<file path="src/design/mcs_pkg.sv">
// Shared types and constants for the motor command sequencer.
// No dependencies; every other design file refers to it by scoped names.
package mcs_pkg;

   localparam int NUM_MOTORS  = 5;
   localparam int MOTOR_IDX_W = (NUM_MOTORS > 1) ? $clog2(NUM_MOTORS) : 1;
   localparam int MOTOR_W     = 3;
   localparam int SPEED_W     = 12;
   localparam int DIR_W       = 2;

   localparam logic [SPEED_W-1:0] SPEED_LIMIT_RESET = 12'd2400;

   // Signed direction codes as raw bits
   localparam logic [DIR_W-1:0] DIR_CODE_FWD = 2'b01;
   localparam logic [DIR_W-1:0] DIR_CODE_BWD = 2'b11;

   // Stored direction
   localparam logic DIR_FORWARD  = 1'b0;
   localparam logic DIR_BACKWARD = 1'b1;

   localparam logic FUNC_SET  = 1'b0;
   localparam logic FUNC_TICK = 1'b1;

   typedef enum logic [1:0] {
      ACT_IDLE  = 2'd0,
      ACT_SPEED = 2'd1,
      ACT_DIR   = 2'd2
   } action_type;

   typedef enum logic [1:0] {
      ST_IDLE,
      ST_DIR,
      ST_SPEED,
      ST_FLUSH
   } state_type;

   typedef struct packed {
      logic                   set_en;
      logic                   eval_dir;
      logic                   eval_speed;
      logic                   flush;
      logic [MOTOR_IDX_W-1:0] motor;
   } ctl_cmd_type;

endpackage

</file>
<file path="src/design/mcs_ctrl.sv">
// Sequencer control: walks the motors in two phases per motor on a tick.
// Depends on mcs_pkg; drives the command struct for mcs_datapath.
module mcs_ctrl (
   input  logic                 clock,
   input  logic                 reset,
   input  logic                 start,
   input  logic                 req_func,
   output logic                 busy,
   output mcs_pkg::ctl_cmd_type cmd
);

   mcs_pkg::state_type                 state_ff;
   mcs_pkg::state_type                 state_in;
   logic [mcs_pkg::MOTOR_IDX_W-1:0]    motor_ff;
   logic [mcs_pkg::MOTOR_IDX_W-1:0]    motor_in;

   always_ff @(posedge clock) begin
      if (reset) begin
         state_ff <= mcs_pkg::ST_IDLE;
         motor_ff <= '0;
      end else begin
         state_ff <= state_in;
         motor_ff <= motor_in;
      end
   end

   always_comb begin
      state_in       = state_ff;
      motor_in       = motor_ff;
      busy           = 1'b1;
      cmd.set_en     = 1'b0;
      cmd.eval_dir   = 1'b0;
      cmd.eval_speed = 1'b0;
      cmd.flush      = 1'b0;
      cmd.motor      = motor_ff;
      case (state_ff)
         mcs_pkg::ST_IDLE: begin
            busy = 1'b0;
            if (start) begin
               if (req_func == mcs_pkg::FUNC_TICK) begin
                  state_in = mcs_pkg::ST_DIR;
                  motor_in = '0;
               end else begin
                  cmd.set_en = 1'b1;
               end
            end
         end
         mcs_pkg::ST_DIR: begin
            cmd.eval_dir = 1'b1;
            state_in     = mcs_pkg::ST_SPEED;
         end
         mcs_pkg::ST_SPEED: begin
            cmd.eval_speed = 1'b1;
            if (motor_ff == mcs_pkg::MOTOR_IDX_W'(mcs_pkg::NUM_MOTORS - 1)) begin
               state_in = mcs_pkg::ST_FLUSH;
            end else begin
               motor_in = motor_ff + 1'b1;
               state_in = mcs_pkg::ST_DIR;
            end
         end
         mcs_pkg::ST_FLUSH: begin
            cmd.flush = 1'b1;
            state_in  = mcs_pkg::ST_IDLE;
         end
         default: begin
            state_in = mcs_pkg::ST_IDLE;
         end
      endcase
   end

endmodule

</file>
<file path="src/design/mcs_datapath.sv">
// Per-motor state, command checking, tick evaluation and result holding.
// Depends on mcs_pkg; driven by the command struct from mcs_ctrl.
module mcs_datapath (
   input  logic                           clock,
   input  logic                           reset,
   input  mcs_pkg::ctl_cmd_type           cmd,
   input  logic [2:0]                     req_motor_index,
   input  logic [mcs_pkg::SPEED_W-1:0]    req_speed,
   input  logic signed [1:0]              req_direction,
   input  logic                           csr_wr_en,
   input  logic [mcs_pkg::SPEED_W-1:0]    csr_wr_data,
   output logic                           rsp_valid,
   output logic [1:0]                     rsp_action,
   output logic [mcs_pkg::MOTOR_W-1:0]    rsp_out_motor,
   output logic [mcs_pkg::SPEED_W-1:0]    rsp_value,
   output logic                           rsp_last
);

   localparam int N = mcs_pkg::NUM_MOTORS;

   logic [mcs_pkg::SPEED_W-1:0] limit_ff, limit_in;

   logic                        adir_ff [N];
   logic                        adir_in [N];
   logic [mcs_pkg::SPEED_W-1:0] aspd_ff [N];
   logic [mcs_pkg::SPEED_W-1:0] aspd_in [N];
   logic                        pdv_ff  [N];
   logic                        pdv_in  [N];
   logic                        pdir_ff [N];
   logic                        pdir_in [N];
   logic                        psv_ff  [N];
   logic                        psv_in  [N];
   logic [mcs_pkg::SPEED_W-1:0] pspd_ff [N];
   logic [mcs_pkg::SPEED_W-1:0] pspd_in [N];

   logic changed_ff, changed_in;

   // One-deep hold so the final result of a tick can be marked last
   logic                        hold_v_ff, hold_v_in;
   mcs_pkg::action_type         hold_act_ff, hold_act_in;
   logic [mcs_pkg::MOTOR_W-1:0] hold_mot_ff, hold_mot_in;
   logic [mcs_pkg::SPEED_W-1:0] hold_val_ff, hold_val_in;

   logic                        out_v_ff, out_v_in;
   mcs_pkg::action_type         out_act_ff, out_act_in;
   logic [mcs_pkg::MOTOR_W-1:0] out_mot_ff, out_mot_in;
   logic [mcs_pkg::SPEED_W-1:0] out_val_ff, out_val_in;
   logic                        out_last_ff, out_last_in;

   always_ff @(posedge clock) begin
      if (reset) begin
         limit_ff   <= mcs_pkg::SPEED_LIMIT_RESET;
         changed_ff <= 1'b0;
         hold_v_ff  <= 1'b0;
         out_v_ff   <= 1'b0;
         for (int i = 0; i < N; i++) begin
            adir_ff[i] <= mcs_pkg::DIR_FORWARD;
            aspd_ff[i] <= '0;
            pdv_ff[i]  <= 1'b0;
            pdir_ff[i] <= mcs_pkg::DIR_FORWARD;
            psv_ff[i]  <= 1'b0;
            pspd_ff[i] <= '0;
         end
      end else begin
         limit_ff   <= limit_in;
         changed_ff <= changed_in;
         hold_v_ff  <= hold_v_in;
         out_v_ff   <= out_v_in;
         for (int i = 0; i < N; i++) begin
            adir_ff[i] <= adir_in[i];
            aspd_ff[i] <= aspd_in[i];
            pdv_ff[i]  <= pdv_in[i];
            pdir_ff[i] <= pdir_in[i];
            psv_ff[i]  <= psv_in[i];
            pspd_ff[i] <= pspd_in[i];
         end
      end
   end

   always_ff @(posedge clock) begin
      hold_act_ff <= hold_act_in;
      hold_mot_ff <= hold_mot_in;
      hold_val_ff <= hold_val_in;
      out_act_ff  <= out_act_in;
      out_mot_ff  <= out_mot_in;
      out_val_ff  <= out_val_in;
      out_last_ff <= out_last_in;
   end

   always_comb begin
      limit_in = csr_wr_en ? csr_wr_data : limit_ff;
   end

   // Set and tick evaluation on the per-motor state
   logic                            set_ok;
   logic                            cmd_ok;
   logic [mcs_pkg::MOTOR_IDX_W-1:0] sidx;
   logic [mcs_pkg::MOTOR_IDX_W-1:0] m;
   logic                            cand_v;
   mcs_pkg::action_type             cand_act;
   logic [mcs_pkg::SPEED_W-1:0]     cand_val;

   always_comb begin
      set_ok   = ({1'b0, req_motor_index} < 4'(N));
      cmd_ok   = ((req_direction[1:0] == mcs_pkg::DIR_CODE_FWD)
                  || (req_direction[1:0] == mcs_pkg::DIR_CODE_BWD))
                 && (req_speed <= limit_ff);
      sidx     = req_motor_index[mcs_pkg::MOTOR_IDX_W-1:0];
      m        = cmd.motor;
      cand_v   = 1'b0;
      cand_act = mcs_pkg::ACT_IDLE;
      cand_val = '0;
      changed_in = changed_ff;
      adir_in  = adir_ff;
      aspd_in  = aspd_ff;
      pdv_in   = pdv_ff;
      pdir_in  = pdir_ff;
      psv_in   = psv_ff;
      pspd_in  = pspd_ff;

      if (cmd.set_en && set_ok) begin
         pdv_in[sidx]  = 1'b1;
         psv_in[sidx]  = 1'b1;
         pspd_in[sidx] = cmd_ok ? req_speed : '0;
         pdir_in[sidx] = (cmd_ok && req_direction[1]) ? mcs_pkg::DIR_BACKWARD
                                                      : mcs_pkg::DIR_FORWARD;
      end

      if (cmd.eval_dir) begin
         changed_in = 1'b0;
         if (pdv_ff[m]) begin
            if (pdir_ff[m] == adir_ff[m]) begin
               pdv_in[m] = 1'b0;
            end else if (aspd_ff[m] != '0) begin
               // stop the motor first; direction follows on a later tick
               cand_v     = 1'b1;
               cand_act   = mcs_pkg::ACT_SPEED;
               aspd_in[m] = '0;
            end else begin
               cand_v     = 1'b1;
               cand_act   = mcs_pkg::ACT_DIR;
               cand_val   = mcs_pkg::SPEED_W'(pdir_ff[m]);
               adir_in[m] = pdir_ff[m];
               pdv_in[m]  = 1'b0;
               changed_in = 1'b1;
            end
         end
      end

      if (cmd.eval_speed) begin
         if (psv_ff[m] && (pspd_ff[m] == '0)) begin
            cand_v     = 1'b1;
            cand_act   = mcs_pkg::ACT_SPEED;
            aspd_in[m] = '0;
            psv_in[m]  = 1'b0;
         end else if (!pdv_ff[m] && psv_ff[m] && !changed_ff) begin
            cand_v     = 1'b1;
            cand_act   = mcs_pkg::ACT_SPEED;
            cand_val   = pspd_ff[m];
            aspd_in[m] = pspd_ff[m];
            psv_in[m]  = 1'b0;
         end
      end
   end

   // Result staging: a new candidate pushes the held beat out as not-last
   always_comb begin
      hold_v_in   = hold_v_ff;
      hold_act_in = hold_act_ff;
      hold_mot_in = hold_mot_ff;
      hold_val_in = hold_val_ff;
      out_v_in    = 1'b0;
      out_act_in  = hold_act_ff;
      out_mot_in  = hold_mot_ff;
      out_val_in  = hold_val_ff;
      out_last_in = 1'b0;
      if (cmd.flush) begin
         out_v_in    = 1'b1;
         out_last_in = 1'b1;
         hold_v_in   = 1'b0;
         if (!hold_v_ff) begin
            out_act_in = mcs_pkg::ACT_IDLE;
            out_mot_in = '0;
            out_val_in = '0;
         end
      end else if (cand_v) begin
         out_v_in    = hold_v_ff;
         hold_v_in   = 1'b1;
         hold_act_in = cand_act;
         hold_mot_in = mcs_pkg::MOTOR_W'(m);
         hold_val_in = cand_val;
      end
   end

   assign rsp_valid     = out_v_ff;
   assign rsp_action    = out_act_ff;
   assign rsp_out_motor = out_mot_ff;
   assign rsp_value     = out_val_ff;
   assign rsp_last      = out_last_ff;

endmodule

</file>
<file path="src/design/motor_command_sequencer_top.sv">
// Motor command sequencer: a set leaves busy low and gives no beat. A tick
// keeps busy high while each motor in turn takes a direction step and then
// a speed step, and a last flush step closes the tick. Result beats appear
// on rsp_valid one cycle each; a beat is held until the next one (or the end
// of the tick) shows whether it is the last, and is then registered onto the
// outputs. The final beat, with rsp_last high, comes out in the first cycle
// in which busy is low again. The receiver cannot stall, so every beat must
// be taken in the cycle it is shown. A tick with nothing to write gives one
// idle beat.
// Depends on mcs_pkg, mcs_ctrl and mcs_datapath.
module motor_command_sequencer_top (
   input  logic                         clock,
   input  logic                         reset,
   input  logic                         start,
   output logic                         busy,
   input  logic                         req_func,
   input  logic [2:0]                   req_motor_index,
   input  logic [mcs_pkg::SPEED_W-1:0]  req_speed,
   input  logic signed [1:0]            req_direction,
   input  logic                         csr_wr_en,
   input  logic [mcs_pkg::SPEED_W-1:0]  csr_wr_data,
   output logic                         rsp_valid,
   output logic [1:0]                   rsp_action,
   output logic [mcs_pkg::MOTOR_W-1:0]  rsp_out_motor,
   output logic [mcs_pkg::SPEED_W-1:0]  rsp_value,
   output logic                         rsp_last
);

   mcs_pkg::ctl_cmd_type cmd;

   mcs_ctrl u_ctrl (
      .clock    (clock),
      .reset    (reset),
      .start    (start),
      .req_func (req_func),
      .busy     (busy),
      .cmd      (cmd)
   );

   mcs_datapath u_datapath (
      .clock           (clock),
      .reset           (reset),
      .cmd             (cmd),
      .req_motor_index (req_motor_index),
      .req_speed       (req_speed),
      .req_direction   (req_direction),
      .csr_wr_en       (csr_wr_en),
      .csr_wr_data     (csr_wr_data),
      .rsp_valid       (rsp_valid),
      .rsp_action      (rsp_action),
      .rsp_out_motor   (rsp_out_motor),
      .rsp_value       (rsp_value),
      .rsp_last        (rsp_last)
   );

endmodule

</file>
<file path="config.mk">
export PLATFORM = sky130hd
export DESIGN_NAME = motor_command_sequencer_top
export DESIGN_NICKNAME = d
export VERILOG_FILES = /design/src/design/mcs_pkg.sv /design/src/design/mcs_ctrl.sv /design/src/design/mcs_datapath.sv /design/src/design/motor_command_sequencer_top.sv
export SDC_FILE = /design/constraint.sdc
export NUM_CORES = 1
export LEC_CHECK = 0
export BUFFER_PORTS_ARGS = -buffer_cell sky130_fd_sc_hd__buf_2
export CAP_MARGIN = 5
export CORE_AREA = 2 2 127 129
export CTS_CLUSTER_DIAMETER = 40
export DETAILED_ROUTE_END_ITERATION = 8
export DIE_AREA = 0 0 129 131
export PLACE_DENSITY = 0.77
export SLEW_MARGIN = 10
export SYNTH_ARGS = -nofsm -noshare
export SYNTH_HDL_FRONTEND = slang
export SYNTH_HIERARCHICAL = 1
export SYNTH_SLANG_ARGS = --single-unit
</file>
<file path="constraint.sdc">
create_clock -name clock -period 4.2 [get_ports clock]
set_input_delay 0.84 -clock clock [delete_from_list [all_inputs] [get_ports clock]]
set_output_delay 0.84 -clock clock [all_outputs]
set_load 0.005 [all_outputs]
</file>
==> metrics, run 1 <==
Core ar.=15600 µm²; Worst Path Arrival=3.79 ns; largest net degree at the start of global routing=53; post-synthesis cell type count=75; clk_lat worst skew=0.44 ns; Synth Flop Type=dfxtp_1; clock root cell=clkbuf_16; CTS tree=done; pwr dens=371 nW/µm²; routed wire length=24600 µm; fill count=1307; Initial Utilization=58.5%; routability cong.=0.997; Most Crowded Layer GR=met2; Crit. End Element=flip-flop; nets=1066; H-tree levels=4; post-CTS setup buffer count=0; Resize count post-CTS=0; critical path required time=4.33 ns; area of the multi-input gates=4630 µm²; Pwr Total=3.76 mW; GR Overflow Total=0; drt pass-1 iters=6; DR iter-0 viols=954; RSZ-0062 raised after global routing=false; Syn. warnings=6; M2 GR Usage=46.5%; CTS buffer count=17; Max Cap Viol=0; DP HPWL=16800 µm; met1 Use GR=39.0%; Critical Path, Cell by Cell=buf_12, mux2i_1, o21ai_0, mux2i_1, nand4b_2, o41ai_4, nor2_1, nor2_1, buf_4; Final Cycle Share=87.1%; Site Rows=46; Final Hold Viols=0; Die Y-Extent=131 µm; GR Util met3=6.39%; initial antenna violation count=0; Vias per Instance=6.20; slew margin rel.=14.7%; Worst-path clk slew=0.07 ns; vias in the first global route=6901; Clock Tree Buf Depth=2; Storage cell area=4080 µm²; final cell count without fillers=1247; drt drc=0; placed cell count=1215; WS Path Type=flip-flop to flip-flop; Final ANT Viol Nets=0; sequential fraction of the synthesis area=44.6%; Die W=129 µm; syn nets=1035; skew final=0.0110 ns; min-delay worst type=flip-flop to flip-flop; IO Pins=54; mean post-synth cell area=9.25 µm²; Max FO, Critical Path=22; clock sinks=195; Tmin final=3.66 ns; layout cell share with drive strength beyond 1=14.0%; EDFF count, synth=17; synthesized cell area=9130 µm²; Highest Clock Rate=273 MHz; diode count=0; Max Slew Vio Count=0; Yosys reg bits=195; VDD IR max=0.299 mV; die area=16900 µm²; first-pass GRT wire length=37600 µm; Synth Instances=987; status=complete, no violations; CP peak stage delay=0.91 ns; slowest CP cell=o41ai_4; routed via count=7730; Setup TNS=0 ns; Layout Area Growth over Synthesis=11.1%; leakage dissipation=3.98 nW; IO buf count=53; Worst Max-Slew Pin Slew=1.27 ns; gr usage total=29.2%; Startpoint Class=flip-flop; Post-CTS Hold Buffers=0; final setup violation count=0; Async SR Flop Fraction=0%; per-cell routed wire length=19.7 µm
worst max-delay path, delay by kind of cell (launching register included):
kind | cells | cell delay [ns]
AOI/OAI and AO/OA | 2 | 1.04
DFF | 1 | 0.72
muxes | 2 | 0.54
and+or+nand+nor | 3 | 0.54
buffers and inverters | 2 | 0.50
metal layers:
layer / vias to the layer above / wire [µm]
li1: 3624 / -
met1: 3637 / 10500
met2: 412 / 11300
met3: 57 / 2050
met4: 0 / 752
met5: - / 0
power by group:
group          internal, mW  switching [mW]
Combinational        0.0916           0.151
Sequential             1.91          0.0285
Clock                 0.848           0.739
Total                  2.85           0.919
area by class of cell:
type	count	area share (%)
flip-flops and latches	195	40.2
well taps	216	2.66
multi-input cells	690	45.7
clock buffers	20	4.40
repair buffers	77	4.51
inverters	37	1.37
clock inverters	12	1.20
worst paths after layout:
| kind | depth (start not counted) | start | endpoint | slack (ns) |
|---|---|---|---|---|
| worst max register to register | 9 | u_ctrl/motor_ff[0] | u_datapath/hold_val_ff[2] | 0.54 |
| worst min-delay path | 1 | u_datapath/hold_val_ff[1] | u_datapath/rsp_value[1] | 0.44 |
| worst max-delay path | 9 | u_ctrl/motor_ff[0] | u_datapath/hold_val_ff[2] | 0.54 |
| worst min register to register | 1 | u_datapath/hold_val_ff[1] | u_datapath/rsp_value[1] | 0.44 |
synthesized netlist by cell type, types with 21 or more instances:
cell,instances,area share [%]
a211oi_1,21,1.7
a21oi_1,27,1.5
clkbuf_1,39,1.6
dfxtp_1,178,39
inv_1,36,1.5
mux2i_1,77,8.4
nand2_1,40,1.6
nor2_1,151,6.2
nor3_1,23,1.3
o211a_1,28,3.1
o21a_1,29,2.4
o21ai_0,45,2.5
layout by cell type, fill, tap and decap left out, types with 11 or more instances in the layout:
master and n:
a211oi_1 21, a21oi_1 27, a22oi_1 18, and2_1 18, buf_2 53, buf_4 23
clkbuf_16 17, dfxtp_1 177, edfxtp_1 17, ha_1 14, inv_1 36, mux2i_1 77
nand2_1 40, nand3_1 20, nor2_1 150, nor2b_1 15, nor3_1 21, nor4_1 12
o211a_1 28, o21a_1 29, o21ai_0 45, o21bai_1 15, or3_1 11
kinds of logic (layout without fill, tap and decap cells):
group / count (synthesis) / after routing / synth area share (%)
compound gates: 249 / 249 / 20.3
xor+xnor: 2 / 2 / 0.192
fa+ha+maj: 14 / 14 / 1.92
buf+inv: 102 / 146 / 4.80
flops: 195 / 195 / 44.6
mux: 82 / 82 / 9.06
simple gates: 343 / 343 / 19.1
metrics by stage:
stage | area, µm² | setup WS (ns) | hold WS, ns | utilization [%]
after floorplan | 9130 | 0.523 | 0.420 | -
after global placement | 9580 | 0.757 | 0.423 | 61.4
after detailed placement | 9580 | 0.604 | 0.425 | 61.4
after CTS | 10100 | 0.601 | 0.441 | 65.0
after global routing | 10100 | 0.324 | 0.454 | 65.0
final | 10100 | 0.543 | 0.439 | 65.0
flip-flops by register name (all words and copies together) (netlist names), 5 cells and up:
signal,count
u_datapath/psv_ff,5
u_datapath/pdir_ff,5
u_datapath/hold_val_ff,12
u_datapath/pspd_ff,60
u_datapath/adir_ff,5
u_datapath/aspd_ff,60
u_datapath/limit_ff,12
u_datapath/rsp_value,12
u_datapath/pdv_ff,5
(Power assumes the default switching activity.)
==> run 2, diff against run 1 <==
BUFFER_PORTS_ARGS = -buffer_cell sky130_fd_sc_hd__buf_4   (was -buffer_cell sky130_fd_sc_hd__buf_2)
==> metrics, run 2 (synthesis gave the netlist of run 1 again) <==
status=complete, no violations (unchanged); met3 routed WL=2110 µm (was 2050 µm); Reg2Reg Setup Slack=0.62 ns (was 0.54 ns); leakage dissipation=4.03 nW (was 3.98 nW); final setup violation count=0 (unchanged); Max Slew Vio Count=0 (unchanged); Site Rows=46 (unchanged); most frequent cells in the layout=177 x dfxtp_1, 150 x nor2_1, 83 x buf_4 (was 177 x dfxtp_1, 150 x nor2_1, 77 x mux2i_1); biggest regs=u_datapath/aspd_ff (60), u_datapath/pspd_ff (60) (unchanged); Post-CTS Hold Buffers=0 (unchanged); IO buf count=53 (unchanged); Max FO, Critical Path=46 (was 22); die area=16900 µm² (unchanged); Final Hold Viols=0 (unchanged); Setup TNS=0 ns (unchanged); most common cell after layout, fill and taps aside=dfxtp_1 (unchanged); Core ar.=15600 µm² (unchanged); Worst Path Arrival=3.86 ns (was 3.79 ns); drt pass-1 iters=5 (was 6); RSZ-0062 raised after global routing=false (unchanged); Final ANT Viol Nets=0 (unchanged); Worst Max-Slew Pin Slew=1.13 ns (was 1.27 ns); IO Pins=54 (unchanged); Layout Area Growth over Synthesis=12.8% (was 11.1%); DR iter-0 viols=864 (was 954); diode count=0 (unchanged); clk_lat worst skew=0.44 ns (about the same); GR Overflow Total=0 (unchanged); first-pass GRT wire length=38300 µm (was 37600 µm); Tmin final=3.58 ns (was 3.66 ns); VDD IR max=0.246 mV (was 0.299 mV); vias in the first global route=7202 (was 6901); post-CTS setup buffer count=0 (unchanged); largest net degree at the start of global routing=53 (unchanged); Clock Tree Buf Depth=2 (unchanged); nets=1072 (was 1066); Resize count post-CTS=0 (unchanged); per-cell routed wire length=19.2 µm (was 19.7 µm); routed wire length=24000 µm (was 24600 µm); WS Path Type=flip-flop to flip-flop (unchanged); Initial Utilization=58.5% (unchanged); post-layout util=66.0% (was 65.0%); routability cong.=0.947 (was 0.997); Final Cycle Share=85.2% (was 87.1%); min-delay worst type=flip-flop to flip-flop (unchanged); drt drc=0 (unchanged); top routing layer in use=met4 (unchanged); layout cell share with drive strength beyond 1=14.6% (was 14.0%); DP HPWL=16300 µm (was 16800 µm); H-tree levels=4 (unchanged); Max Cap Viol=0 (unchanged); CTS buffer count=17 (unchanged); Highest Clock Rate=279 MHz (was 273 MHz); pwr dens=362 nW/µm² (was 371 nW/µm²); clock sinks=195 (unchanged); met1 WL=10200 µm (was 10500 µm); metal2 WL=10700 µm (was 11300 µm); routed via count=7661 (was 7730); skew final=0.00876 ns (was 0.0110 ns); slew margin rel.=24.3% (was 14.7%); Die W=129 µm (unchanged); Worst-path clk slew=0.07 ns (about the same); Vias per Instance=6.11 (was 6.20); Hold WS=0.441 ns (was 0.439 ns); Pwr Total=3.73 mW (was 3.76 mW); Crit. End Element=flip-flop (unchanged); Die Y-Extent=131 µm (unchanged); clock root cell=clkbuf_16 (unchanged); fill count=1329 (was 1307); Startpoint Class=flip-flop (unchanged); gr usage total=29.5% (was 29.2%); critical path required time=4.48 ns (was 4.33 ns); CTS tree=done (unchanged); initial antenna violation count=0 (unchanged)
run 2: cell count changes in the layout (fill, tap and decap cells not counted), sizes merged:
cell | before | now
buf | 77 | 83
bufinv | 1 | 0
clkbuf | 20 | 18
clkinv | 3 | 5
clkinvlp | 1 | 2
run 2: worst paths after layout:
kind                                                 from                       to  cells after the start
worst max-delay path                   u_ctrl/motor_ff[0]   u_datapath/aspd_ff[16]                      7
worst min-delay path            u_datapath/hold_val_ff[5]  u_datapath/rsp_value[5]                      1
worst max register to register         u_ctrl/motor_ff[0]   u_datapath/aspd_ff[16]                      7
worst min register to register  u_datapath/hold_val_ff[5]  u_datapath/rsp_value[5]                      1
run 2: stage by stage:
stage | cells | cell area (µm²) | setup WS, ns
global placement | 1221 | 9740 | 0.835
detailed placement | 1221 | 9740 | 0.761
global route | 1253 | 10300 | 0.437
CTS | 1253 | 10300 | 0.742
floorplan | 987 | 9130 | 0.523
finish | 1253 | 10300 | 0.621
run 2: critical path, cell delays in order (launching register included):
cell      delay (ns)
dfxtp_2         1.07
mux2i_1         0.37
o32ai_1         0.20
nor4_4          0.43
nand4_4         0.24
nor4_2          0.74
o21bai_1        0.22
a22oi_1         0.13
run 2: cell type report:
type / count / area (µm²) / share of cell area (%)
Clock buffer: 18 / 439 / 4.26
Timing Repair Buffer: 83 / 623 / 6.05
Sequential cell: 195 / 4080 / 39.6
Clock inverter: 14 / 119 / 1.15
Inverter: 37 / 139 / 1.35
Multi-Input combinational cell: 690 / 4630 / 45.0
Tap cell: 216 / 270 / 2.62
run 2: where the power goes:
part	internal [mW]	total, mW	switching (mW)
combinational	0.101	0.249	0.148
sequential	1.90	1.93	0.0290
clock	0.792	1.55	0.758
run 2: metal layers:
| metal | vias up | track usage (%) |
|---|---|---|
| met5 | - | 0 |
| met4 | 0 | 13.9 |
| met3 | 73 | 7.74 |
| met2 | 365 | 46.0 |
| met1 | 3582 | 38.5 |
| li1 | 3641 | - |
